**src/hw/rtl/uls_pkg.sv**
```systemverilog
// shared constants, codes, types and helper functions of the undoable list store
package uls_pkg;

	// list and history sizes
	localparam int MAX_LEN       = 16;
	localparam int HISTORY_DEPTH = 8;

	// derived widths
	localparam int LEN_W   = $clog2(MAX_LEN + 1);
	localparam int IDX_W   = (MAX_LEN > 1) ? $clog2(MAX_LEN) : 1;
	localparam int HIST_W  = $clog2(HISTORY_DEPTH);
	localparam int DEPTH   = HISTORY_DEPTH * MAX_LEN;
	localparam int ADDR_W  = (DEPTH > 1) ? $clog2(DEPTH) : 1;

	// fixed field widths and the comparison width
	localparam int CMD_W      = 3;
	localparam int POS_W      = 8;
	localparam int DATA_W     = 32;
	localparam int STATUS_W   = 3;
	localparam int LIST_LEN_W = 5;
	localparam int VER_W      = 3;
	localparam int CMP_W      = (LEN_W > POS_W) ? LEN_W : POS_W;

	// command codes
	localparam logic [CMD_W-1:0] CMD_INSERT = 3'd0;
	localparam logic [CMD_W-1:0] CMD_ERASE  = 3'd1;
	localparam logic [CMD_W-1:0] CMD_APPEND = 3'd2;
	localparam logic [CMD_W-1:0] CMD_UNDO   = 3'd3;
	localparam logic [CMD_W-1:0] CMD_REDO   = 3'd4;
	localparam logic [CMD_W-1:0] CMD_GET    = 3'd5;

	// result status codes
	typedef enum logic [STATUS_W-1:0] {
		ST_OK      = 3'd0,
		ST_IGNORED = 3'd1,
		ST_RANGE   = 3'd2,
		ST_NOREDO  = 3'd3,
		ST_FULL    = 3'd4
	} status_t;

	// snapshot memory access from the sequencer
	typedef struct packed {
		logic              we;
		logic [ADDR_W-1:0] waddr;
		logic [DATA_W-1:0] wdata;
		logic              re;
		logic [ADDR_W-1:0] raddr;
	} ram_req_t;

	// (a + b) mod HISTORY_DEPTH for operands below HISTORY_DEPTH
	function automatic logic [HIST_W-1:0] slot_add(input logic [HIST_W-1:0] a,
	                                               input logic [HIST_W-1:0] b);
		logic [HIST_W:0] sum;
		sum = {1'b0, a} + {1'b0, b};
		if (sum >= (HIST_W+1)'(HISTORY_DEPTH))
			sum = sum - (HIST_W+1)'(HISTORY_DEPTH);
		return sum[HIST_W-1:0];
	endfunction

	// flat memory address of element idx in slot
	function automatic logic [ADDR_W-1:0] mem_addr(input logic [HIST_W-1:0] slot,
	                                               input logic [IDX_W-1:0] idx);
		return ADDR_W'(int'(slot) * MAX_LEN + int'(idx));
	endfunction

endpackage

```
**src/hw/rtl/uls_snap_ram.sv**
```systemverilog
// snapshot element memory, one write and one registered read port
module uls_snap_ram import uls_pkg::*; (
	input  logic              clk,
	input  ram_req_t          ram_req,
	output logic [DATA_W-1:0] rdata
);

	logic [DATA_W-1:0] mem [DEPTH];

	// write port
	always_ff @(posedge clk) begin
		if (ram_req.we)
			mem[ram_req.waddr] <= ram_req.wdata;
	end

	// registered read port, holds its data while idle
	always_ff @(posedge clk) begin
		if (ram_req.re)
			rdata <= mem[ram_req.raddr];
	end

endmodule

```
**config.mk**
```make
export PLATFORM = sky130hd
export DESIGN_NAME = uls_snap_ram
export DESIGN_NICKNAME = d
export VERILOG_FILES = /design/src/hw/rtl/uls_pkg.sv /design/src/hw/rtl/uls_snap_ram.sv
export SDC_FILE = /design/constraint.sdc
export NUM_CORES = 2
export LEC_CHECK = 0
export BUFFER_PORTS_ARGS = -buffer_cell sky130_fd_sc_hd__buf_4
export CAP_MARGIN = 30
export CORE_ASPECT_RATIO = 2
export CORE_MARGIN = 2
export CORE_UTILIZATION = 60
export DETAILED_ROUTE_END_ITERATION = 7
export PLACE_DENSITY_LB_ADDON = 0.2
export SKIP_CTS_REPAIR_TIMING = 1
export SLEW_MARGIN = 30
export SYNTH_ARGS = -nofsm -noshare
export SYNTH_HDL_FRONTEND = slang
export SYNTH_SLANG_ARGS = --single-unit
```
**constraint.sdc**
```tcl
create_clock -name clk -period 5.05 [get_ports clk]
set_clock_uncertainty 0.1 [all_clocks]
set_input_delay 0.2525 -clock clk [delete_from_list [all_inputs] [get_ports clk]]
set_output_delay 0.2525 -clock clk [all_outputs]
set_load 0.02 [all_outputs]
```
==> impl_metrics.toml <==
[placed_design]
place_congestion = 0.8511
dp_hpwl_mm = 245.9
numPortBuffers = 80
placed_cells = 9540
preCtsSetupSlack_ns = 1.062

[logic_synthesis]
ys_seq_elements = 4128
yosys.area_share.simple_pct = 0.4450
synthCells = 5990
synth_top_area_share_pct = 79.16
synth_top_cells_by_area = "edfxtp_1, mux4_2, clkbuf_1"
synthAdderAreaFrac_pct = 0
synth_top_family_by_area = "multiplexers"
syn_nets = 6039
synth.distinct_cells = 16
synth_area_leader_cell = "edfxtp_1"
syn_area_um2 = 156600
syn_area_per_cell_um2 = 26.14
yosysSeqAreaShare_pct = 79.16
ys_warn_count = 0
muxShareOfSynthArea_pct = 19.56
synth-compound-area-share_pct = 0
yosys.area_share.xor_xnor_pct = 0

[die]
die_h_um = 726.5
initial_utilization_pct = 60.24
dieArea_um2 = 265300
core_area_um2 = 259900
die_w_um = 365.2
num_rows = 265
ioPinCount = 81

[setup_path]
worstPathMaxFanout = 56
worstPathRequired_ns = 5.61
crit_type = "input pin to register"
start_kind = "input pin"
cp-end-kind = "register"
crit_arrival_ns = 3.64

[sta]
drv_slew = 0
hold_viol_final = 0
period_share_pct = 60.90
grt_setup_unrepaired = "no"
setup-tns-final_ns = 0
worstMarginPinSlew_ns = 1.053
final-setup-viol-count = 0
min_period_ns = 3.075
slew_headroom_pct = 29.80
max_freq_ghz = 0.3252
hold_ws_ns = 0.03250
fin_ws_ns = 1.975

[pwr]
combPwrFrac_pct = 5.6
leakagePower_uw = 0.05370
pwr-share-seq_pct = 55.6
p_int_uw = 53710
power.net_switching_uw = 14590
total_power_uw = 68300
p_per_area_nw_per_um2 = 387.7
sw_frac_of_total_pct = 21.36
p_clk_share_pct = 38.8
peakVddDrop_mv = 0.4669

[clock_tree]
clk_pin_slew_ns = 0.07
cts_max_path_buffers = 4
cts_tree = "yes"
cts_max_level = 5
cts_buffers = 340
cts_root_buffer = "clkbuf_16"
cts.sinks = 4128
clock_latency_ns = 0.93

[job]
drv_cap = 0

[drt]
routedWlPerCell_um = 40.80
final_antenna_net_count = 0
drt_iter0_markers = 11177
via_per_inst = 6.947
wl_mm = 423.7
vias = 72150
drcViolationCount = 0
dr.pass1.iters = 5

[outcome]
status = "finished clean"

[grt]
grt_pass1_vias = 72712
antenna_found_initial = 81
grt_pass1_wl_mm = 581.2
grt_max_degree = 96
grt_overflow = 0
grt_usage_pct = 32.51

[cells_and_area]
layoutNonFillerInstCount = 10386
multiInputGateArea_um2 = 32300
final_layout_size_suffix_gt1_share_pct = 35.67
final_common_cell = "edfxtp_1"
layout_common_cells = "edfxtp_1, mux4_2, clkbuf_16, buf_4, nor2_4"
regArea_um2 = 124000
final_nets = 6500
fillerInstances = 15617
area_growth_pct = 12.49

[min_path]
worst_hold_path_type = "input pin to register"
sequential cells by signal (all words and copies together) (netlist names):
name / cells
mem: 4096
rdata: 32
worst paths after layout:
check | depth (start not counted) | endpoint | slack (ns) | start
worst max-delay path | 6 | rdata[13]$_DFFE_PP_ | 1.97 | ram_req[2]
worst min-delay path | 2 | rdata[15]$_DFFE_PP_ | 0.03 | ram_req[5]
worst max register to register | 4 | rdata[18]$_DFFE_PP_ | 2.15 | mem[63][18]$_DFFE_PP_
worst min register to register | 4 | rdata[5]$_DFFE_PP_ | 1.11 | mem[18][5]$_DFFE_PP_
cells in the mapped netlist:
cell / number
buf_6: 2
mux4_2: 1344
mux2_2: 32
edfxtp_1: 4128
clkbuf_1: 182
buf_4: 3
buf_1: 50
nand3_1: 12
nand2_1: 14
nor3_1: 9
nor2_1: 122
or3_1: 1
nand4_1: 3
buf_2: 79
nor2b_1: 7
nand2b_1: 2
stage by stage:
| stage | area, um2 | utilization, % |
|---|---|---|
| final | 176200 | 67.76 |
| after global routing | 176100 | 67.75 |
| after CTS | 175100 | 67.37 |
| after detailed placement | 164300 | 63.19 |
| after global placement | 164100 | 63.14 |
| after floorplan | 156600 | - |
critical path: stages:
cell    delay (ns)
buf_8         0.41
buf_4         0.74
mux4_2        0.43
mux4_2        0.72
mux4_2        0.60
mux2_2        0.29
area by class of cell:
type                            count  share of cell area, %
Sequential cell                  4128                  70.37
Multi-Input combinational cell   1546                  18.34
Clock buffer                      401                  5.044
Tap cell                         3471                  2.465
Timing Repair Buffer              435                  2.364
Clock inverter                    198                  1.125
Antenna cell                      207                 0.2941
power groups by stage:
stage | logic [uW] | registers, uW | clock network (uW)
CTS | 3790 | 37900 | 26700
global route | 3920 | 37900 | 27900
detailed placement | 3780 | 38700 | 0
global placement | 3700 | 38700 | 0
floorplan | 1830 | 38700 | 0
finish | 3830 | 37900 | 26500
logic make-up after synthesis:
| group | Yosys count |
|---|---|
| flops | 4128 |
| buf+inv | 316 |
| simple gates | 170 |
| mux | 1376 |
metal layers:
layer	part of all wire [%]	GRT usage (%)	up-vias	wire [um]
met1	32	41.53	39304	137300
met4	7.6	21.38	20	32390
met3	9.2	4.994	807	39020
met2	51	52.47	4585	214900
met5	0.029	0	-	122
li1	-	-	27434	-
(Power assumes the default switching activity.)
