## config.mk

```make
export PLATFORM = sky130hd
export DESIGN_NAME = uls_seq_flat
export DESIGN_NICKNAME = d
export VERILOG_FILES = /design/src/hw/rtl/uls_pkg.sv /design/src/hw/rtl/uls_if.sv /design/src/hw/rtl/uls_seq.sv /design/src/flat_wrapper.sv
export SDC_FILE = /design/constraint.sdc
export NUM_CORES = 1
export LEC_CHECK = 0
export ABC_CLOCK_PERIOD_IN_PS = 9500
export BUFFER_PORTS_ARGS = -buffer_cell sky130_fd_sc_hd__buf_2
export CORE_UTILIZATION = 30
export CTS_BUF_LIST = sky130_fd_sc_hd__clkbuf_4 sky130_fd_sc_hd__clkbuf_8
export DETAILED_ROUTE_END_ITERATION = 8
export GPL_TIMING_DRIVEN = 0
export MAX_ROUTING_LAYER = met4
export PLACE_DENSITY_LB_ADDON = 0.08
export SLEW_MARGIN = 40
export SYNTH_ARGS = -nofsm -noshare
export SYNTH_HDL_FRONTEND = slang
export SYNTH_SLANG_ARGS = --single-unit
```

## constraint.sdc

```tcl
create_clock -name clk -period 9.5 [get_ports clk]
set_input_delay 2.85 -clock clk [delete_from_list [all_inputs] [get_ports clk]]
set_output_delay 2.85 -clock clk [all_outputs]
set_load 0.03 [all_outputs]
```

## src/hw/rtl/uls_pkg.sv

```systemverilog
// shared constants, codes, types and helper functions of the undoable list store
package uls_pkg;

	// list and history sizes
	localparam int MAX_LEN       = 16;
	localparam int HISTORY_DEPTH = 8;

	// derived widths
	localparam int LEN_W   = $clog2(MAX_LEN + 1);
	localparam int IDX_W   = (MAX_LEN > 1) ? $clog2(MAX_LEN) : 1;
	localparam int HIST_W  = $clog2(HISTORY_DEPTH);
	localparam int DEPTH   = HISTORY_DEPTH * MAX_LEN;
	localparam int ADDR_W  = (DEPTH > 1) ? $clog2(DEPTH) : 1;

	// fixed field widths and the comparison width
	localparam int CMD_W      = 3;
	localparam int POS_W      = 8;
	localparam int DATA_W     = 32;
	localparam int STATUS_W   = 3;
	localparam int LIST_LEN_W = 5;
	localparam int VER_W      = 3;
	localparam int CMP_W      = (LEN_W > POS_W) ? LEN_W : POS_W;

	// command codes
	localparam logic [CMD_W-1:0] CMD_INSERT = 3'd0;
	localparam logic [CMD_W-1:0] CMD_ERASE  = 3'd1;
	localparam logic [CMD_W-1:0] CMD_APPEND = 3'd2;
	localparam logic [CMD_W-1:0] CMD_UNDO   = 3'd3;
	localparam logic [CMD_W-1:0] CMD_REDO   = 3'd4;
	localparam logic [CMD_W-1:0] CMD_GET    = 3'd5;

	// result status codes
	typedef enum logic [STATUS_W-1:0] {
		ST_OK      = 3'd0,
		ST_IGNORED = 3'd1,
		ST_RANGE   = 3'd2,
		ST_NOREDO  = 3'd3,
		ST_FULL    = 3'd4
	} status_t;

	// snapshot memory access from the sequencer
	typedef struct packed {
		logic              we;
		logic [ADDR_W-1:0] waddr;
		logic [DATA_W-1:0] wdata;
		logic              re;
		logic [ADDR_W-1:0] raddr;
	} ram_req_t;

	// (a + b) mod HISTORY_DEPTH for operands below HISTORY_DEPTH
	function automatic logic [HIST_W-1:0] slot_add(input logic [HIST_W-1:0] a,
	                                               input logic [HIST_W-1:0] b);
		logic [HIST_W:0] sum;
		sum = {1'b0, a} + {1'b0, b};
		if (sum >= (HIST_W+1)'(HISTORY_DEPTH))
			sum = sum - (HIST_W+1)'(HISTORY_DEPTH);
		return sum[HIST_W-1:0];
	endfunction

	// flat memory address of element idx in slot
	function automatic logic [ADDR_W-1:0] mem_addr(input logic [HIST_W-1:0] slot,
	                                               input logic [IDX_W-1:0] idx);
		return ADDR_W'(int'(slot) * MAX_LEN + int'(idx));
	endfunction

endpackage

```

## src/hw/rtl/uls_if.sv

```systemverilog
// request and response channel interfaces of the undoable list store
interface uls_req_if import uls_pkg::*; ();
	logic                     valid;
	logic                     ready;
	logic [CMD_W-1:0]         command;
	logic [POS_W-1:0]         position;
	logic signed [DATA_W-1:0] item_value;

	modport source (output valid, command, position, item_value, input ready);
	modport sink   (input valid, command, position, item_value, output ready);
endinterface

interface uls_rsp_if import uls_pkg::*; ();
	logic                     valid;
	logic                     ready;
	logic [STATUS_W-1:0]      status;
	logic signed [DATA_W-1:0] read_value;
	logic [LIST_LEN_W-1:0]    list_length;
	logic [VER_W-1:0]         version_index;

	modport source (output valid, status, read_value, list_length, version_index, input ready);
	modport sink   (input valid, status, read_value, list_length, version_index, output ready);
endinterface

```

## src/hw/rtl/uls_seq.sv

```systemverilog
// command sequencer: version bookkeeping and element copy loop over the memory port
module uls_seq import uls_pkg::*; (
	input  logic              clk,
	input  logic              arst_n,
	uls_req_if.sink           req,
	uls_rsp_if.source         rsp,
	output ram_req_t          ram_req,
	input  logic [DATA_W-1:0] rdata
);

	typedef enum logic [2:0] {
		S_IDLE,
		S_DECIDE,
		S_COPY,
		S_DRAIN,
		S_DONE
	} state_t;

	state_t state_q;

	// latched command
	logic [CMD_W-1:0]  cmd_q;
	logic [POS_W-1:0]  pos_q;
	logic [DATA_W-1:0] val_q;

	// version bookkeeping
	logic [HIST_W-1:0] cur_ver_q;
	logic [HIST_W-1:0] newest_q;
	logic [HIST_W-1:0] oldest_q;
	logic [LEN_W-1:0]  len_q [HISTORY_DEPTH];

	// copy loop
	logic [HIST_W-1:0] src_slot_q;
	logic [HIST_W-1:0] dst_slot_q;
	logic [LEN_W-1:0]  new_len_q;
	logic [LEN_W-1:0]  ins_p_q;
	logic              erase_q;
	logic [IDX_W-1:0]  j_q;
	logic              wr_vld_s1;
	logic [IDX_W-1:0]  wr_idx_s1;
	logic              use_val_s1;

	// result
	status_t           status_q;
	logic              get_ok_q;

	// current slot and its length
	logic [HIST_W-1:0] cur_slot;
	logic [LEN_W-1:0]  cur_len;
	logic              pos_lt_len;

	assign cur_slot   = slot_add(oldest_q, cur_ver_q);
	assign cur_len    = len_q[cur_slot];
	assign pos_lt_len = CMP_W'(pos_q) < CMP_W'(cur_len);

	// command decode against the current version
	status_t           dec_status;
	logic              dec_change;
	logic              dec_erase;
	logic              dec_get_ok;
	logic [LEN_W-1:0]  dec_len;
	logic [LEN_W-1:0]  dec_p;
	logic              wrap;
	logic [HIST_W-1:0] dst_slot;

	always_comb begin
		dec_status = ST_OK;
		dec_change = 1'b0;
		dec_erase  = 1'b0;
		dec_get_ok = 1'b0;
		dec_len    = cur_len;
		dec_p      = cur_len;
		case (cmd_q)
			CMD_INSERT, CMD_APPEND: begin
				if (cur_len >= LEN_W'(MAX_LEN)) begin
					dec_status = ST_FULL;
				end else begin
					dec_change = 1'b1;
					dec_len    = cur_len + 1'b1;
					if (cmd_q == CMD_INSERT && pos_lt_len)
						dec_p = LEN_W'(pos_q);
				end
			end
			CMD_ERASE: begin
				if (!pos_lt_len) begin
					dec_status = ST_IGNORED;
				end else begin
					dec_change = 1'b1;
					dec_erase  = 1'b1;
					dec_len    = cur_len - 1'b1;
					dec_p      = LEN_W'(pos_q);
				end
			end
			CMD_UNDO: begin
				if (cur_ver_q == '0)
					dec_status = ST_IGNORED;
			end
			CMD_REDO: begin
				if (cur_ver_q == newest_q)
					dec_status = ST_NOREDO;
			end
			CMD_GET: begin
				if (!pos_lt_len)
					dec_status = ST_RANGE;
				else
					dec_get_ok = 1'b1;
			end
			default: begin
				dec_status = ST_IGNORED;
			end
		endcase
		// a full history reuses the oldest slot for the new version
		wrap     = cur_ver_q == HIST_W'(HISTORY_DEPTH - 1);
		dst_slot = wrap ? oldest_q : slot_add(oldest_q, cur_ver_q + 1'b1);
	end

	// source element for destination index j
	logic [LEN_W-1:0] j_ext;
	logic             use_val;
	logic [IDX_W-1:0] src_idx;

	always_comb begin
		j_ext   = LEN_W'(j_q);
		use_val = 1'b0;
		src_idx = j_q;
		if (erase_q) begin
			if (j_ext >= ins_p_q)
				src_idx = j_q + 1'b1;
		end else if (j_ext == ins_p_q) begin
			use_val = 1'b1;
		end else if (j_ext > ins_p_q) begin
			src_idx = j_q - 1'b1;
		end
	end

	// memory port: copy reads and get read share the read port
	always_comb begin
		ram_req.we    = wr_vld_s1;
		ram_req.waddr = mem_addr(dst_slot_q, wr_idx_s1);
		ram_req.wdata = use_val_s1 ? val_q : rdata;
		ram_req.re    = 1'b0;
		ram_req.raddr = mem_addr(src_slot_q, src_idx);
		if (state_q == S_COPY) begin
			ram_req.re = !use_val;
		end else if (state_q == S_DECIDE) begin
			ram_req.re    = dec_get_ok;
			ram_req.raddr = mem_addr(cur_slot, IDX_W'(pos_q));
		end
	end

	assign req.ready = state_q == S_IDLE;

	// sequencer state, bookkeeping and registered result
	always_ff @(posedge clk or negedge arst_n) begin
		if (!arst_n) begin
			state_q           <= S_IDLE;
			cmd_q             <= '0;
			pos_q             <= '0;
			val_q             <= '0;
			cur_ver_q         <= '0;
			newest_q          <= '0;
			oldest_q          <= '0;
			for (int i = 0; i < HISTORY_DEPTH; i++)
				len_q[i] <= '0;
			src_slot_q        <= '0;
			dst_slot_q        <= '0;
			new_len_q         <= '0;
			ins_p_q           <= '0;
			erase_q           <= 1'b0;
			j_q               <= '0;
			wr_vld_s1         <= 1'b0;
			wr_idx_s1         <= '0;
			use_val_s1        <= 1'b0;
			status_q          <= ST_OK;
			get_ok_q          <= 1'b0;
			rsp.valid         <= 1'b0;
			rsp.status        <= '0;
			rsp.read_value    <= '0;
			rsp.list_length   <= '0;
			rsp.version_index <= '0;
		end else begin
			wr_vld_s1 <= state_q == S_COPY;
			// the done state reloads the result register itself
			if (rsp.valid && rsp.ready && state_q != S_DONE)
				rsp.valid <= 1'b0;
			case (state_q)
				S_IDLE: begin
					if (req.valid) begin
						cmd_q   <= req.command;
						pos_q   <= req.position;
						val_q   <= req.item_value;
						state_q <= S_DECIDE;
					end
				end
				S_DECIDE: begin
					status_q <= dec_status;
					get_ok_q <= dec_get_ok;
					state_q  <= S_DONE;
					if (dec_change) begin
						src_slot_q       <= cur_slot;
						dst_slot_q       <= dst_slot;
						new_len_q        <= dec_len;
						ins_p_q          <= dec_p;
						erase_q          <= dec_erase;
						j_q              <= '0;
						len_q[dst_slot]  <= dec_len;
						if (wrap) begin
							oldest_q <= slot_add(oldest_q, HIST_W'(1));
							newest_q <= cur_ver_q;
						end else begin
							cur_ver_q <= cur_ver_q + 1'b1;
							newest_q  <= cur_ver_q + 1'b1;
						end
						if (dec_len != '0)
							state_q <= S_COPY;
					end else if (cmd_q == CMD_UNDO && dec_status == ST_OK) begin
						cur_ver_q <= cur_ver_q - 1'b1;
					end else if (cmd_q == CMD_REDO && dec_status == ST_OK) begin
						cur_ver_q <= cur_ver_q + 1'b1;
					end
				end
				S_COPY: begin
					// read source now, write destination in the next cycle
					wr_idx_s1  <= j_q;
					use_val_s1 <= use_val;
					if (j_ext == new_len_q - 1'b1)
						state_q <= S_DRAIN;
					else
						j_q <= j_q + 1'b1;
				end
				S_DRAIN: begin
					state_q <= S_DONE;
				end
				S_DONE: begin
					if (!rsp.valid || rsp.ready) begin
						rsp.valid         <= 1'b1;
						rsp.status        <= status_q;
						rsp.read_value    <= get_ok_q ? rdata : '0;
						rsp.list_length   <= LIST_LEN_W'(cur_len);
						rsp.version_index <= VER_W'(cur_ver_q);
						state_q           <= S_IDLE;
					end
				end
				default: begin
					state_q <= S_IDLE;
				end
			endcase
		end
	end

endmodule

```

## src/flat_wrapper.sv

```systemverilog
// flat-port wrapper written by rule: the top's interface ports become plain ports
module uls_seq_flat import uls_pkg::*;
  (clk, arst_n, ram_req, rdata, req_valid, req_command, req_position, req_item_value, req_ready, rsp_valid, rsp_status, rsp_read_value, rsp_list_length, rsp_version_index, rsp_ready);
  uls_req_if req_i ();
  uls_rsp_if rsp_i ();
  input  logic clk;
  input  logic arst_n;
  output ram_req_t ram_req;
  input  logic [DATA_W-1:0] rdata;
  input wire logic [$bits(req_i.valid)-1:0] req_valid;
  input wire logic [$bits(req_i.command)-1:0] req_command;
  input wire logic [$bits(req_i.position)-1:0] req_position;
  input wire logic [$bits(req_i.item_value)-1:0] req_item_value;
  output wire logic [$bits(req_i.ready)-1:0] req_ready;
  output wire logic [$bits(rsp_i.valid)-1:0] rsp_valid;
  output wire logic [$bits(rsp_i.status)-1:0] rsp_status;
  output wire logic [$bits(rsp_i.read_value)-1:0] rsp_read_value;
  output wire logic [$bits(rsp_i.list_length)-1:0] rsp_list_length;
  output wire logic [$bits(rsp_i.version_index)-1:0] rsp_version_index;
  input wire logic [$bits(rsp_i.ready)-1:0] rsp_ready;
  assign req_i.valid = req_valid;
  assign req_i.command = req_command;
  assign req_i.position = req_position;
  assign req_i.item_value = req_item_value;
  assign req_ready = req_i.ready;
  assign rsp_valid = rsp_i.valid;
  assign rsp_status = rsp_i.status;
  assign rsp_read_value = rsp_i.read_value;
  assign rsp_list_length = rsp_i.list_length;
  assign rsp_version_index = rsp_i.version_index;
  assign rsp_i.ready = rsp_ready;
  uls_seq u_core (.clk(clk), .arst_n(arst_n), .req(req_i), .rsp(rsp_i), .ram_req(ram_req), .rdata(rdata));
endmodule
```

==> key figures <==
Status
  • Status: finished clean

Logic synthesis
  • Post-Syn Nets: 887
  • Most used DFF post-synth: dfrtp_1
  • Cells after Synth: 786
  • Proportion of synthesized chip area in sequential cells: 0.4998
  • Synth Warn #: 0
  • Synth unique cells: 68
  • Number of synthesized flops with an enable pin: 0
  • Seq cells post-synth: 170
  • Post-Synthesis Cell Area: 8512 sq um
  • Synth async-reset ratio: 1.000
  • Syn_area_per_cell: 10.83 sq um

Clock tree
  • CTS tree: done
  • # Post-CTS Setup Buffers: 0
  • Max H-tree Level: 4
  • Sink Count: 170
  • CTS Buf Count: 17
  • Root buffer cell: clkbuf_8
  • Clock-pin transition on the worst setup and hold timing paths: 90 ps
  • Post-cts resize count: 0
  • Worst skew pair latency: 460 ps
  • CTS Buffer Depth: 2
  • Cts hold-fix bufs: 0

Worst setup path
  • Critical-path cell list: ha_1 -> inv_1 -> fa_1 -> xnor3_1 -> buf_4 -> mux2i_1 -> a32oi_1 -> nand2_1 -> ha_1 -> and4b_1 -> o2111ai_1 -> o2111ai_1 -> or3_1 -> o21ai_0 -> buf_2
  • Crit path kind: reg -> out
  • Critical path fanouts, max: 10
  • Worst Path Required: 6650 ps
  • Crit path launch type: register
  • CP peak stage delay: 530 ps
  • Cell family with most CP delay: simple AND/OR/NAND/NOR gates
  • R2R depth: 17
  • Number of cells on the critical path: 15
  • CP endpoint kind: output pin
  • Slowest stage cell, crit path: or3_1
  • Arrival time at the worst endpoint: 4970 ps
  • WP buf/inv: 3

Layout
  • Fill count: 2841
  • Final core utilization: 0.3713
  • Multi-input gate area: 4004 sq um
  • Fin area: 10340 sq um
  • Layout cells sized above 1: 0.3673
  • Register area: 4254 sq um
  • Area growth syn-to-layout: 21.53%
  • Commonest non-fill, non-tap cells in the layout: 177 x buf_2, 170 x dfrtp_1, 146 x nand2_1
  • Commonest non-fill, non-tap cell in the layout: buf_2
  • Final nets: 1079
  • Post-Layout Cell Count: 1370

Timing
  • Fin Setup TNS: 0 ps
  • Final setup fails: 0
  • Relative slew slack: 0.4478
  • Min Clock Period, post-route: 7818 ps
  • Unrepaired setup endpoints after global routing: no
  • Skew final: 22.62 ps
  • Period utilization: 0.8229
  • Worst-Margin Slew: 823.3 ps
  • Final Hold Fails: 0
  • Max Freq: 127.9 MHz
  • Slew Viols, Final: 0

GRT
  • Largest net degree at the start of global routing: 62
  • GR Overflow Total: 0
  • Initial antenna violation count: 0
  • First-pass GRT wire length: 38.36 mm
  • Vias in the first global route: 6431
  • Gr usage total: 0.1808

Placed design
  • Placed Cells incl. Taps: 1337
  • Cell Area, Placed: 9928 sq um
  • HPWL after detailed placement: 18.43 mm
  • RD Place Congestion: 0.7956
  • IO Port Bufs: 171

Run
  • Max cap viols: 0

Floorplan
  • I/O pin count: 172
  • Row count: 61
  • Die H: 170.4 um
  • Die area: 29050 sq um
  • Die X: 170.4 um
  • Core area: 27860 sq um
  • Initial core utilization: 0.3055

Power
  • Comb pwr share: 0.571
  • Sw frac: 0.4832
  • Reg power frac: 0.286
  • Internal power: 0.001990 W
  • Worst vdd ir: 0.1479 mV
  • PD cells: 372.2 nW/um^2
  • Switching component of the power: 0.001861 W
  • Clock group share of total power: 0.143
  • P_leak: 4.926 nW

Drt
  • Via count: 6448
  • Wire per inst: 18.05 um
  • DRT Pass-1 Iters: 5
  • Total Wirelength: 24.73 mm
  • Antenna-violating nets left: 0
  • DR iter-0 viols: 279
  • Vias/cell: 4.707
  • DRC viols: 0

Worst hold path
  • Worst Hold Depth: 2
  • Min-Delay Path Class: reg -> reg
layout make-up:
class | count | share of cell area
Antenna cell | 1 | 0.0002419
Sequential cell | 170 | 0.4112
Clock inverter | 13 | 0.01536
Timing Repair Buffer | 173 | 0.08902
Tap cell | 378 | 0.04572
Clock buffer | 19 | 0.02407
Buffer | 43 | 0.01790
Multi-Input combinational cell | 547 | 0.3870
Inverter | 26 | 0.009434
cell families after synthesis:
kind of cell    share of synthesized area
compound gates                    0.09878
buf+inv                           0.03322
flops                              0.4998
xor+xnor                          0.02822
simple gates                       0.1222
fa+ha+maj                         0.03410
mux                                0.1837
worst min-delay path: cells and delay by family, from the launching register on:
family | cells | cell delay [ps]
simple gates | 1 | 50
compound gates | 1 | 60
flops | 1 | 350
synthesized netlist by cell type (3+ instances only):
cell type / n / area [sq um]
xnor2_1: 15 / 131.4
buf_4: 4 / 30.03
nand2_2: 8 / 50.05
mux2_2: 114 / 1284
and2_1: 3 / 18.77
nor2b_1: 6 / 37.54
a32oi_1: 10 / 87.58
o21ai_0: 75 / 375.4
a21oi_1: 11 / 55.05
mux2i_1: 12 / 120.1
buf_2: 7 / 35.03
ha_1: 20 / 250.2
a21o_1: 7 / 52.55
o211a_1: 3 / 30.03
or2_2: 3 / 18.77
nor3_1: 8 / 40.04
nand3_1: 9 / 45.04
xor2_1: 7 / 61.31
nor2_1: 22 / 82.58
mux4_2: 4 / 90.09
a31oi_1: 4 / 25.02
mux2_1: 5 / 56.30
dfrtp_1: 170 / 4254
clkbuf_1: 30 / 112.6
nor4_1: 3 / 18.77
inv_1: 24 / 90.09
nand2_1: 146 / 548.0
layer usage:
layer / track usage / wire length, um
met5: - / 0
met4: 0.02938 / 108
met2: 0.2842 / 11490
met1: 0.2425 / 11960
met3: 0.03837 / 1166
power groups by stage:
| stage | registers [W] | logic (W) | clock network (W) |
|---|---|---|---|
| floorplan | 0.00115 | 0.00150 | 0 |
| global placement | 0.00111 | 0.00221 | 0 |
| detailed placement | 0.00111 | 0.00223 | 0 |
| CTS | 0.00110 | 0.00224 | 0.000576 |
| global route | 0.00113 | 0.00243 | 0.000604 |
| finish | 0.00110 | 0.00220 | 0.000552 |
worst paths after layout:
| path | slack, ps | endpoint | start |
|---|---|---|---|
| setup / recovery | 1680 | ram_req[7] | u_core.cur_ver_q[0]$_DFFE_PN0P_ |
| hold reg to reg | 480 | u_core.rsp.list_length[4]$_DFFE_PN0P_ | u_core.rsp.list_length[4]$_DFFE_PN0P_ |
| setup reg to reg | 4550 | u_core.new_len_q[1]$_DFFE_PN0P_ | u_core.cur_ver_q[0]$_DFFE_PN0P_ |
| hold / removal | 480 | u_core.rsp.list_length[4]$_DFFE_PN0P_ | u_core.rsp.list_length[4]$_DFFE_PN0P_ |
| min in group asynchronous | 2310 | u_core.rsp.read_value[24]$_DFFE_PN0P_ | arst_n |
| max in group asynchronous | 6480 | u_core.ins_p_q[0]$_DFFE_PN0P_ | arst_n |
registers in the layout, summed over array words and instances, names as in the netlist, 3 cells and up:
name,flops
u_core.ins_p_q,5
u_core.rsp.status,3
u_core.pos_q,8
u_core.src_slot_q,3
u_core.new_len_q,5
u_core.dst_slot_q,3
u_core.newest_q,3
u_core.cmd_q,3
u_core.j_q,4
u_core.oldest_q,3
u_core.rsp.version_index,3
u_core.val_q,32
u_core.cur_ver_q,3
u_core.state_q,3
u_core.rsp.read_value,32
u_core.wr_idx_s1,4
u_core.status_q,3
u_core.rsp.list_length,5
u_core.len_q,40
stage by stage:
stage	setup WS (ps)	hold WS (ps)	total power, W
floorplan	2919	444.6	0.002642
global placement	2143	456.2	0.003321
detailed placement	2157	462.2	0.003343
CTS	1629	486.4	0.003916
global route	1264	502.8	0.004162
finish	1682	479.7	0.003851
Power figures use the tool's default switching activity.
